## src/rtl/disl_pkg.sv

```systemverilog
`timescale 1ns / 1ps
// disl_pkg: shared types, status codes and constants for the sector locator
// used by disl_image_eval, disl_geometry and disk_image_sector_locator_top

package disl_pkg;

   // status codes
   localparam logic [2:0] ST_OK          = 3'd0;
   localparam logic [2:0] ST_INVALID     = 3'd1;
   localparam logic [2:0] ST_NOTFOUND    = 3'd2;
   localparam logic [2:0] ST_CORRUPT     = 3'd3;
   localparam logic [2:0] ST_UNSUPPORTED = 3'd4;

   // register indexes
   localparam int unsigned CSR_IDX_W = 3;
   localparam int unsigned CSR_DATA_W = 32;
   localparam logic [CSR_IDX_W-1:0] CSR_MAGIC     = 3'd0;
   localparam logic [CSR_IDX_W-1:0] CSR_SECSIZE   = 3'd1;
   localparam logic [CSR_IDX_W-1:0] CSR_PARAS     = 3'd2;
   localparam logic [CSR_IDX_W-1:0] CSR_FILESIZE  = 3'd3;
   localparam logic [CSR_IDX_W-1:0] CSR_WRITABLE  = 3'd4;

   // image constants
   localparam logic [15:0] IMG_MAGIC   = 16'h0296;
   localparam logic [15:0] SEC_SMALL   = 16'd128;
   localparam logic [15:0] SEC_LARGE   = 16'd256;
   localparam logic [23:0] HDR_BYTES   = 24'd16;
   localparam logic [23:0] BOOT_BYTES  = 24'd384;
   localparam logic [23:0] LARGE_BASE  = 24'd624;

   // geometry constants
   localparam logic [16:0] COUNT_SD    = 17'd720;
   localparam logic [16:0] COUNT_ED    = 17'd1040;
   localparam logic [16:0] COUNT_DS    = 17'd1440;
   localparam logic [16:0] MAX_N18     = 17'd3600;
   localparam logic [16:0] MAX_N26     = 17'd5200;
   localparam logic [4:0]  SPT_18      = 5'd18;
   localparam logic [4:0]  SPT_26      = 5'd26;
   localparam logic [7:0]  CYL_STD     = 8'd40;
   localparam logic [11:0] RECIP18     = 12'd3641;
   localparam logic [11:0] RECIP26     = 12'd2521;

   typedef struct packed {
      logic        cmd;
      logic [7:0]  cylinder;
      logic [7:0]  head_number;
      logic [7:0]  sector_number;
      logic [15:0] transfer_length;
   } req_type;

   typedef struct packed {
      logic [2:0]  status;
      logic [13:0] linear_sector;
      logic [23:0] byte_offset;
      logic [8:0]  sector_length;
      logic [17:0] total_sector_count;
      logic [7:0]  cylinder_count;
      logic [1:0]  head_count;
      logic [4:0]  track_sectors;
   } rsp_type;

   typedef struct packed {
      logic        fail;
      logic [2:0]  status;
      logic        mode256;
      logic [16:0] total;
   } img_type;

   typedef struct packed {
      logic        ok;
      logic [7:0]  cyls;
      logic [1:0]  heads;
      logic [4:0]  spt;
   } geo_type;

endpackage

```

## src/rtl/disk_image_sector_locator_top.sv

```systemverilog
`timescale 1ns / 1ps
// disk_image_sector_locator_top: five-stage sector lookup pipeline and registers
// depends on disl_pkg, disl_image_eval, disl_geometry
//
//  channel | direction | handshake           | beat
//  req     | in        | req_valid/req_stall | disl_pkg::req_type
//  rsp     | out       | rsp_valid/rsp_stall | disl_pkg::rsp_type
//  csr     | in        | csr_valid/csr_ready | csr_index, csr_data
//
// one beat a cycle sustained while rsp_stall is low.
// stages: image check, reciprocal multiply, geometry and argument checks,
// linear sector multiply-add, offset and length checks.
// reset clears the configuration registers and the stage valid bits; csr_ready is always high.
// a stall holds only the stages that are full, bubbles close up behind it.

module disk_image_sector_locator_top (
   input  logic                             clock,
   input  logic                             reset,
   input  logic                             req_valid,
   output logic                             req_stall,
   input  disl_pkg::req_type                req_data,
   output logic                             rsp_valid,
   input  logic                             rsp_stall,
   output disl_pkg::rsp_type                rsp_data,
   input  logic                             csr_valid,
   output logic                             csr_ready,
   input  logic [disl_pkg::CSR_IDX_W-1:0]   csr_index,
   input  logic [disl_pkg::CSR_DATA_W-1:0]  csr_data
);
   import disl_pkg::*;

   // configuration registers
   logic [15:0] magic_ff;
   logic [15:0] secsize_ff;
   logic [31:0] paras_ff;
   logic [23:0] fsize_ff;
   logic        wr_en_ff;

   // stage enables
   logic en1, en2, en3, en4, en5;

   // stage 1
   img_type     s1_img_in;
   img_type     s1_img_ff;
   req_type     s1_req_ff;
   logic        s1_valid_ff;

   // stage 2
   logic [24:0] p18, p26;
   img_type     s2_img_ff;
   req_type     s2_req_ff;
   logic [8:0]  s2_q18_ff, s2_q26_ff;
   logic        s2_valid_ff;

   // stage 3
   geo_type     geo;
   rsp_type     s3_rsp_in, s3_rsp_ff;
   logic        s3_go_in, s3_go_ff;
   logic [5:0]  s3_tpc_in, s3_tpc_ff;
   logic        s3_mode_ff;
   req_type     s3_req_ff;
   logic        s3_valid_ff;

   // stage 4
   logic [13:0] s4_lin_in, s4_lin_ff;
   rsp_type     s4_rsp_ff;
   logic        s4_go_ff;
   logic        s4_mode_ff;
   req_type     s4_req_ff;
   logic        s4_valid_ff;

   // stage 5
   rsp_type     rsp_in, rsp_ff;
   logic        rsp_valid_ff;
   logic [24:0] end_pos;

   always_ff @(posedge clock) begin
      if (reset) begin
         magic_ff   <= '0;
         secsize_ff <= '0;
         paras_ff   <= '0;
         fsize_ff   <= '0;
         wr_en_ff   <= 1'b0;
      end else if (csr_valid && csr_ready) begin
         case (csr_index)
            CSR_MAGIC:    magic_ff   <= csr_data[15:0];
            CSR_SECSIZE:  secsize_ff <= csr_data[15:0];
            CSR_PARAS:    paras_ff   <= csr_data[31:0];
            CSR_FILESIZE: fsize_ff   <= csr_data[23:0];
            CSR_WRITABLE: wr_en_ff   <= csr_data[0];
            default: begin
            end
         endcase
      end
   end

   assign csr_ready = 1'b1;

   assign en5 = !rsp_valid_ff || !rsp_stall;
   assign en4 = !s4_valid_ff || en5;
   assign en3 = !s3_valid_ff || en4;
   assign en2 = !s2_valid_ff || en3;
   assign en1 = !s1_valid_ff || en2;
   assign req_stall = !en1;

   disl_image_eval u_image (
      .magic       (magic_ff),
      .sector_size (secsize_ff),
      .paragraphs  (paras_ff),
      .image_bytes (fsize_ff),
      .img         (s1_img_in)
   );

   always_ff @(posedge clock) begin
      if (en1) begin
         s1_img_ff <= s1_img_in;
         s1_req_ff <= req_data;
      end
   end

   always_comb begin
      p18 = {12'd0, s1_img_ff.total[12:0]} * {13'd0, RECIP18};
      p26 = {12'd0, s1_img_ff.total[12:0]} * {13'd0, RECIP26};
   end

   always_ff @(posedge clock) begin
      if (en2) begin
         s2_img_ff <= s1_img_ff;
         s2_req_ff <= s1_req_ff;
         s2_q18_ff <= p18[24:16];
         s2_q26_ff <= p26[24:16];
      end
   end

   disl_geometry u_geometry (
      .total   (s2_img_ff.total),
      .mode256 (s2_img_ff.mode256),
      .q18     (s2_q18_ff),
      .q26     (s2_q26_ff),
      .geo     (geo)
   );

   always_comb begin
      s3_rsp_in = '0;
      s3_go_in  = 1'b0;
      s3_rsp_in.total_sector_count = {1'b0, s2_img_ff.total};
      s3_tpc_in = (geo.heads == 2'd2) ? {geo.spt, 1'b0} : {1'b0, geo.spt};
      if (s2_img_ff.fail) begin
         s3_rsp_in.status = s2_img_ff.status;
      end else if (!geo.ok) begin
         s3_rsp_in.status = ST_UNSUPPORTED;
      end else begin
         s3_rsp_in.cylinder_count = geo.cyls;
         s3_rsp_in.head_count     = geo.heads;
         s3_rsp_in.track_sectors  = geo.spt;
         if (s2_req_ff.cmd && !wr_en_ff) begin
            s3_rsp_in.status = ST_UNSUPPORTED;
         end else if (s2_req_ff.sector_number == 8'd0 ||
                      s2_req_ff.sector_number > {3'b000, geo.spt} ||
                      s2_req_ff.head_number >= {6'd0, geo.heads} ||
                      s2_req_ff.cylinder >= geo.cyls) begin
            s3_rsp_in.status = ST_INVALID;
         end else begin
            s3_rsp_in.status = ST_OK;
            s3_go_in = 1'b1;
         end
      end
   end

   always_ff @(posedge clock) begin
      if (en3) begin
         s3_rsp_ff  <= s3_rsp_in;
         s3_go_ff   <= s3_go_in;
         s3_tpc_ff  <= s3_tpc_in;
         s3_mode_ff <= s2_img_ff.mode256;
         s3_req_ff  <= s2_req_ff;
      end
   end

   always_comb begin
      s4_lin_in = 14'd0;
      if (s3_go_ff) begin
         s4_lin_in = ({6'd0, s3_req_ff.cylinder} * {8'd0, s3_tpc_ff})
                   + (s3_req_ff.head_number[0] ? {9'd0, s3_rsp_ff.track_sectors} : 14'd0)
                   + {6'd0, s3_req_ff.sector_number};
      end
   end

   always_ff @(posedge clock) begin
      if (en4) begin
         s4_lin_ff  <= s4_lin_in;
         s4_rsp_ff  <= s3_rsp_ff;
         s4_go_ff   <= s3_go_ff;
         s4_mode_ff <= s3_mode_ff;
         s4_req_ff  <= s3_req_ff;
      end
   end

   always_comb begin
      rsp_in = s4_rsp_ff;
      rsp_in.linear_sector = s4_lin_ff;
      end_pos = '0;
      if (s4_go_ff) begin
         if ({4'd0, s4_lin_ff} > s4_rsp_ff.total_sector_count) begin
            rsp_in.status = ST_NOTFOUND;
         end else begin
            if (s4_mode_ff && s4_lin_ff > 14'd3) begin
               rsp_in.byte_offset   = {2'b00, s4_lin_ff, 8'd0} - LARGE_BASE;
               rsp_in.sector_length = 9'd256;
            end else begin
               rsp_in.byte_offset   = HDR_BYTES + {3'b000, s4_lin_ff - 14'd1, 7'd0};
               rsp_in.sector_length = 9'd128;
            end
            end_pos = {1'b0, rsp_in.byte_offset} + {16'd0, rsp_in.sector_length};
            if (end_pos > {1'b0, fsize_ff}) begin
               rsp_in.status = ST_CORRUPT;
            end else if (!s4_req_ff.cmd &&
                         s4_req_ff.transfer_length < {7'd0, rsp_in.sector_length}) begin
               rsp_in.status = ST_INVALID;
            end else if (s4_req_ff.cmd &&
                         s4_req_ff.transfer_length != {7'd0, rsp_in.sector_length}) begin
               rsp_in.status = ST_INVALID;
            end
         end
      end
   end

   always_ff @(posedge clock) begin
      if (en5) begin
         rsp_ff <= rsp_in;
      end
   end

   always_ff @(posedge clock) begin
      if (reset) begin
         s1_valid_ff  <= 1'b0;
         s2_valid_ff  <= 1'b0;
         s3_valid_ff  <= 1'b0;
         s4_valid_ff  <= 1'b0;
         rsp_valid_ff <= 1'b0;
      end else begin
         if (en1) s1_valid_ff  <= req_valid;
         if (en2) s2_valid_ff  <= s1_valid_ff;
         if (en3) s3_valid_ff  <= s2_valid_ff;
         if (en4) s4_valid_ff  <= s3_valid_ff;
         if (en5) rsp_valid_ff <= s4_valid_ff;
      end
   end

   assign rsp_valid = rsp_valid_ff;
   assign rsp_data  = rsp_ff;

`ifndef NO_ASSERTIONS
   a_enter: assert property (@(posedge clock) disable iff (reset)
      (req_valid && !req_stall) |=> s1_valid_ff)
      else $error("accepted beat did not enter stage 1");

   a_hold: assert property (@(posedge clock) disable iff (reset)
      (s1_valid_ff && !en2) |=> (s1_valid_ff && $stable(s1_req_ff)))
      else $error("stalled stage 1 lost its beat");

   a_ok_len: assert property (@(posedge clock) disable iff (reset)
      (rsp_valid && rsp_data.status == ST_OK) |->
      ((rsp_data.sector_length == 9'd128 || rsp_data.sector_length == 9'd256) &&
       rsp_data.linear_sector != 14'd0 && rsp_data.head_count != 2'd0))
      else $error("ok result without sector length or geometry");
`endif

endmodule

```

## src/rtl/disl_image_eval.sv

```systemverilog
`timescale 1ns / 1ps
// disl_image_eval: header and size checks, data length and sector count
// depends on disl_pkg

module disl_image_eval (
   input  logic [15:0]       magic,
   input  logic [15:0]       sector_size,
   input  logic [31:0]       paragraphs,
   input  logic [23:0]       image_bytes,
   output disl_pkg::img_type img
);
   import disl_pkg::*;

   logic [23:0] fdata;
   logic [23:0] plen;
   logic [23:0] dlen;
   logic        par_big;
   logic [24:0] dsum;

   always_comb begin
      fdata   = image_bytes - HDR_BYTES;
      plen    = {paragraphs[19:0], 4'b0000};
      par_big = (paragraphs[31:20] != 12'd0) || (plen > fdata);
      dlen    = ((paragraphs == 32'd0) || par_big) ? fdata : plen;
      dsum    = {1'b0, dlen} + {1'b0, BOOT_BYTES};
      img     = '0;
      img.status = ST_OK;
      if (image_bytes < HDR_BYTES) begin
         img.fail   = 1'b1;
         img.status = ST_CORRUPT;
      end else if (magic != IMG_MAGIC ||
                   (sector_size != SEC_SMALL && sector_size != SEC_LARGE)) begin
         img.fail   = 1'b1;
         img.status = ST_UNSUPPORTED;
      end else if (sector_size == SEC_SMALL) begin
         img.mode256 = 1'b0;
         if (dlen[6:0] != 7'd0) begin
            img.fail   = 1'b1;
            img.status = ST_CORRUPT;
         end else begin
            img.total = dlen[23:7];
         end
      end else begin
         img.mode256 = 1'b1;
         if (dlen < BOOT_BYTES || dsum[7:0] != 8'd0) begin
            img.fail   = 1'b1;
            img.status = ST_CORRUPT;
         end else begin
            img.total = dsum[24:8];
         end
      end
   end

endmodule

```

## src/rtl/disl_geometry.sv

```systemverilog
`timescale 1ns / 1ps
// disl_geometry: picks cylinders, heads and sectors per track from the count
// depends on disl_pkg; quotients come in precomputed by reciprocal multiply

module disl_geometry (
   input  logic [16:0]       total,
   input  logic              mode256,
   input  logic [8:0]        q18,
   input  logic [8:0]        q26,
   output disl_pkg::geo_type geo
);
   import disl_pkg::*;

   logic [12:0] back18;
   logic [12:0] back26;
   logic        ok18;
   logic        ok26;

   always_comb begin
      back18 = {4'b0000, q18} * 13'd18;
      back26 = {4'b0000, q26} * 13'd26;
      ok18 = (total != 17'd0) && (total <= MAX_N18) && (back18 == total[12:0]);
      ok26 = (total != 17'd0) && (total <= MAX_N26) && (back26 == total[12:0]);
      geo = '0;
      if (total == COUNT_SD) begin
         geo = '{ok: 1'b1, cyls: CYL_STD, heads: 2'd1, spt: SPT_18};
      end else if (!mode256 && total == COUNT_ED) begin
         geo = '{ok: 1'b1, cyls: CYL_STD, heads: 2'd1, spt: SPT_26};
      end else if (total == COUNT_DS) begin
         geo = '{ok: 1'b1, cyls: CYL_STD, heads: 2'd2, spt: SPT_18};
      end else if (ok18) begin
         geo = '{ok: 1'b1, cyls: q18[7:0], heads: 2'd1, spt: SPT_18};
      end else if (!mode256 && ok26) begin
         geo = '{ok: 1'b1, cyls: q26[7:0], heads: 2'd1, spt: SPT_26};
      end
   end

endmodule
```

## config.mk

```make
export PLATFORM = sky130hd
export DESIGN_NAME = disk_image_sector_locator_top
export DESIGN_NICKNAME = d
export VERILOG_FILES = /design/src/rtl/disl_pkg.sv /design/src/rtl/disk_image_sector_locator_top.sv /design/src/rtl/disl_image_eval.sv /design/src/rtl/disl_geometry.sv
export SDC_FILE = /design/constraint.sdc
export NUM_CORES = 1
export LEC_CHECK = 0
export BUFFER_PORTS_ARGS = -buffer_cell sky130_fd_sc_hd__buf_4
export CORE_AREA = 4 4 232 234
export CTS_BUF_LIST = sky130_fd_sc_hd__clkbuf_8
export DETAILED_ROUTE_END_ITERATION = 8
export DIE_AREA = 0 0 236 238
export PLACE_DENSITY = 0.67
export SETUP_SLACK_MARGIN = 0.02
export SYNTH_ARGS = -nofsm -noshare
export SYNTH_HDL_FRONTEND = slang
export SYNTH_SLANG_ARGS = --single-unit
```

## constraint.sdc

```tcl
create_clock -name clock -period 11.5 [get_ports clock]
set_clock_uncertainty 0.05 [all_clocks]
set_input_delay 0.575 -clock clock [delete_from_list [all_inputs] [get_ports clock]]
set_output_delay 0.575 -clock clock [all_outputs]
set_load 0.01 [all_outputs]
```

==> results.cfg <==
[run_status]
status = finished, final reports clean

[logic_synthesis]
synthCells = 2270
synth-main-ff-cell = sky130_fd_sc_hd__edfxtp_1
post_synth_instance_area_um2 = 25700
total_of_flip_flops_plus_latches_after_synthesis = 438
synth-edff-count = 344
ys_top_cells_by_area = sky130_fd_sc_hd__edfxtp_1 (40%), sky130_fd_sc_hd__ha_1 (14%), sky130_fd_sc_hd__fa_1 (8.1%)
synth.top_cell.area_share = 0.401
postSynth.asyncResetShare = 0
synth.distinct_cells = 79
synth_top_cells_by_count = sky130_fd_sc_hd__edfxtp_1 (344), sky130_fd_sc_hd__ha_1 (287), sky130_fd_sc_hd__nand2_1 (260)
synthesis.area_per_instance_um2 = 11.3
post-synth-top-count-cell = sky130_fd_sc_hd__edfxtp_1
yosys.area.top_type = sky130_fd_sc_hd__edfxtp_1
synth.yosys.seq_area_share = 0.475
synth-warning-count = 0

[sta]
worst_slew_pin_tran_ps = 1200
final_period_util = 0.523
holdWs_ps = 74.7
fin_crit_ps = 6020
fin_setup_tns_ps = 0
report.final.setup_viol = 0
top_achievable_clock_speed_mhz = 166
rsz0062_at_grt = false
timing.final.hold_violations = 0
max_slew_vio_count = 0
max_slew_margin = 0.191

[critical_path]
r2r.worst_path.cells = 19
required_time_at_the_endpoint_of_the_critical_path_ps = 11790
timing.reg2reg.setup_slack_ps = 5480
critPathMaxFanout = 10
timing.rr.start = s2_q26_ff[1]
worst-endpoint-arrival_ps = 6310
worst-setup-path-type = reg -> reg
startpoint_type = flip-flop
regToRegEndpoint = s3_rsp_ff[80]
endpoint_kind = flip-flop

[global_routing]
grt_start_max_net_pins = 95
antenna_violations_before_repair = 1
residual_overflow_from_global_routing = 0
gr-usage-all-layers = 0.215
grt_first_pass_wirelength_um = 95500
grt_pass1_vias = 17400

[pwr]
power.clock.fraction = 0.417
seq_power_share = 0.507
maximum_vdd_ir_drop_mv = 0.0720
p_int_mw = 2.67
power.switching_uw = 824
powerDensity_nw_per_um2 = 120
comb_power_share = 0.076
cellLeakagePower_nw = 13.7
p_sw_frac = 0.236

[die]
floorplan.initialDensity = 0.495
floorplan.die_area_um2 = 56200
fp.dieW_um = 236
rows = 84
chipHeight_um = 238
floorplan.core_area_um2 = 52000
floorplan.io_pins = 167

[cts]
post_cts.resized_instances = 0
path_clk_slew_ps = 60
post_cts_buffers = 0
clock_sinks = 438
cts_max_path_buffers = 3
cts_root_buf = sky130_fd_sc_hd__clkbuf_8
cts-hold-fix-buffers = 0
cts_tree = yes
numCtsBuffers = 76
clock_latency_ps = 630
h-tree-depth = 3

[placed_design]
placed_cells_incl_taps = 3056
dpl-instance-area_um2 = 27500
post-dp-hpwl_um = 45800
port_buffers = 149
gpl.final_weighted_congestion = 0.870

[route]
detail_route.iter0.violations = 1223
drt-met1-wl_um = 27100
wirelength_um = 60800
via_count = 17300
detail_route.first_pass.iterations = 5
met2_wirelength_um = 29200
via_per_inst = 5.43
drc = 0
routed-wl-met3_um = 3160
route.top_layer_used = met4
antenna_left = 0
avgRoutedWirePerCell_um = 19.0

[final_layout]
fin_nets = 2918
final-instance-count-excl-fill = 3193
area_growth_from_synthesis_to_layout_pct = 12.9
final_core_utilization = 0.558
final-seq-area_um2 = 12200
finalInstanceArea_um2 = 29100
drive_above_1_share = 0.119
filler_cell_count = 4444
area_of_the_multi_input_gates_um2 = 12400

[worst_hold_path]
hold_path_startpoint = req_data[22]
count_of_cells_along_the_worst_hold_path = 1
min-delay-path-class = in -> reg
timing.hold.worst_endpoint = s1_req_ff[22]

[flow_run]
max_cap_viol_count = 0
## worst max path at each step
stage	startpoint	endpoint	slack (ps)	cells after the start
finish	s2_q26_ff[1]	s3_rsp_ff[80]	5480	19
global route	s2_q26_ff[1]	s3_go_ff	5090	19
CTS	s2_q26_ff[1]	s3_go_ff	5550	19
detailed placement	s2_q26_ff[1]	s3_rsp_ff[80]	5590	19
global placement	s2_q26_ff[1]	s3_rsp_ff[80]	5710	19
floorplan	fsize_ff[4]	s1_img_ff[13]	6160	23
## critical path, stage by stage (launching register included)
cell	delay [ps]
sky130_fd_sc_hd__edfxtp_1	480
sky130_fd_sc_hd__ha_1	360
sky130_fd_sc_hd__fa_1	540
sky130_fd_sc_hd__inv_1	60
sky130_fd_sc_hd__fa_1	540
sky130_fd_sc_hd__xor2_1	160
sky130_fd_sc_hd__nand4_1	110
sky130_fd_sc_hd__or4_1	470
sky130_fd_sc_hd__nor4_1	330
sky130_fd_sc_hd__nand4b_1	220
sky130_fd_sc_hd__nor3_2	530
sky130_fd_sc_hd__a31oi_1	230
sky130_fd_sc_hd__or2_1	260
sky130_fd_sc_hd__ha_1	300
sky130_fd_sc_hd__a21o_1	170
sky130_fd_sc_hd__a21oi_1	160
sky130_fd_sc_hd__a41oi_1	70
sky130_fd_sc_hd__a2111oi_0	400
sky130_fd_sc_hd__o21a_1	210
sky130_fd_sc_hd__o31ai_1	80
## cells by family after synthesis
family	synth area share
xor gates and xnor gates	0.0446
muxes	0.00613
adders and majority gates	0.220
buffers and inverters	0.0450
other	0.000292
AOI/OAI and AO/OA	0.0822
and+or+nand+nor	0.127
DFF	0.475
## per-layer routing
metal	GRT usage	up-vias
li1	-	8370
met1	0.291	8463
met2	0.357	416
met3	0.0410	94
met4	0.0610	0
met5	0	-
## area by class of cell
class / count / share of cell area
inverters: 208 / 0.0269
multi-input cells: 1563 / 0.428
clock inverters: 55 / 0.0152
clock buffers: 81 / 0.0384
diodes: 1 / 0.0000861
flip-flops and latches: 438 / 0.420
repair buffers: 159 / 0.0411
well taps: 688 / 0.0296
## flip-flops by register name, indices dropped and copies added (netlist names), 3 cells and up
name,flops
s4_req_ff,17
s2_q26_ff,9
s3_rsp_ff,32
magic_ff,16
s1_img_ff,21
s4_rsp_ff,3
secsize_ff,16
s3_req_ff,34
rsp_data,65
s1_req_ff,41
fsize_ff,24
s3_tpc_ff,4
s2_q18_ff,9
rsp_in,29
s2_img_ff,21
s4_lin_ff,14
paras_ff,32
s2_req_ff,41
## power groups by stage
stage | Clock [mW] | Combinational [mW] | Sequential, mW
floorplan | 0 | 0.177 | 1.79
global placement | 0 | 0.261 | 1.80
detailed placement | 0 | 0.263 | 1.80
CTS | 1.50 | 0.266 | 1.77
global route | 1.58 | 0.295 | 1.77
finish | 1.46 | 0.267 | 1.77
## cell usage in the layout (no fill, tap or decap), types with 6 or more instances in the layout
master and count:
sky130_fd_sc_hd__nand3_1 34, sky130_fd_sc_hd__o22ai_1 7, sky130_fd_sc_hd__a2111oi_0 8, sky130_fd_sc_hd__dfxtp_1 94, sky130_fd_sc_hd__nor3_1 45, sky130_fd_sc_hd__or2_1 6
sky130_fd_sc_hd__a21o_1 20, sky130_fd_sc_hd__and3_1 21, sky130_fd_sc_hd__xor2_1 36, sky130_fd_sc_hd__a31oi_1 12, sky130_fd_sc_hd__fa_1 104, sky130_fd_sc_hd__nand2b_1 7
sky130_fd_sc_hd__o21bai_1 10, sky130_fd_sc_hd__xnor2_1 95, sky130_fd_sc_hd__nor2_1 98, sky130_fd_sc_hd__nand2_1 258, sky130_fd_sc_hd__o21ai_0 49, sky130_fd_sc_hd__ha_1 287
sky130_fd_sc_hd__nor4_1 35, sky130_fd_sc_hd__and2_1 53, sky130_fd_sc_hd__or4_1 9, sky130_fd_sc_hd__o21a_1 15, sky130_fd_sc_hd__or3_1 11, sky130_fd_sc_hd__nor2b_1 13
sky130_fd_sc_hd__buf_4 159, sky130_fd_sc_hd__nand4_1 24, sky130_fd_sc_hd__inv_1 223, sky130_fd_sc_hd__nor3b_1 6, sky130_fd_sc_hd__a211oi_1 6, sky130_fd_sc_hd__or2_2 10
sky130_fd_sc_hd__bufinv_16 7, sky130_fd_sc_hd__clkinv_1 14, sky130_fd_sc_hd__conb_1 19, sky130_fd_sc_hd__mux2i_1 9, sky130_fd_sc_hd__clkinv_2 10, sky130_fd_sc_hd__a21oi_1 166
sky130_fd_sc_hd__edfxtp_1 344, sky130_fd_sc_hd__clkbuf_8 81
## through the flow
stage / power (mW) / setup slack, ps
finish: 3.49 / 5480
floorplan: 1.97 / 6160
detailed placement: 2.06 / 5590
CTS: 3.53 / 5550
global route: 3.64 / 5090
global placement: 2.06 / 5710
Power figures use the tool's default switching activity.
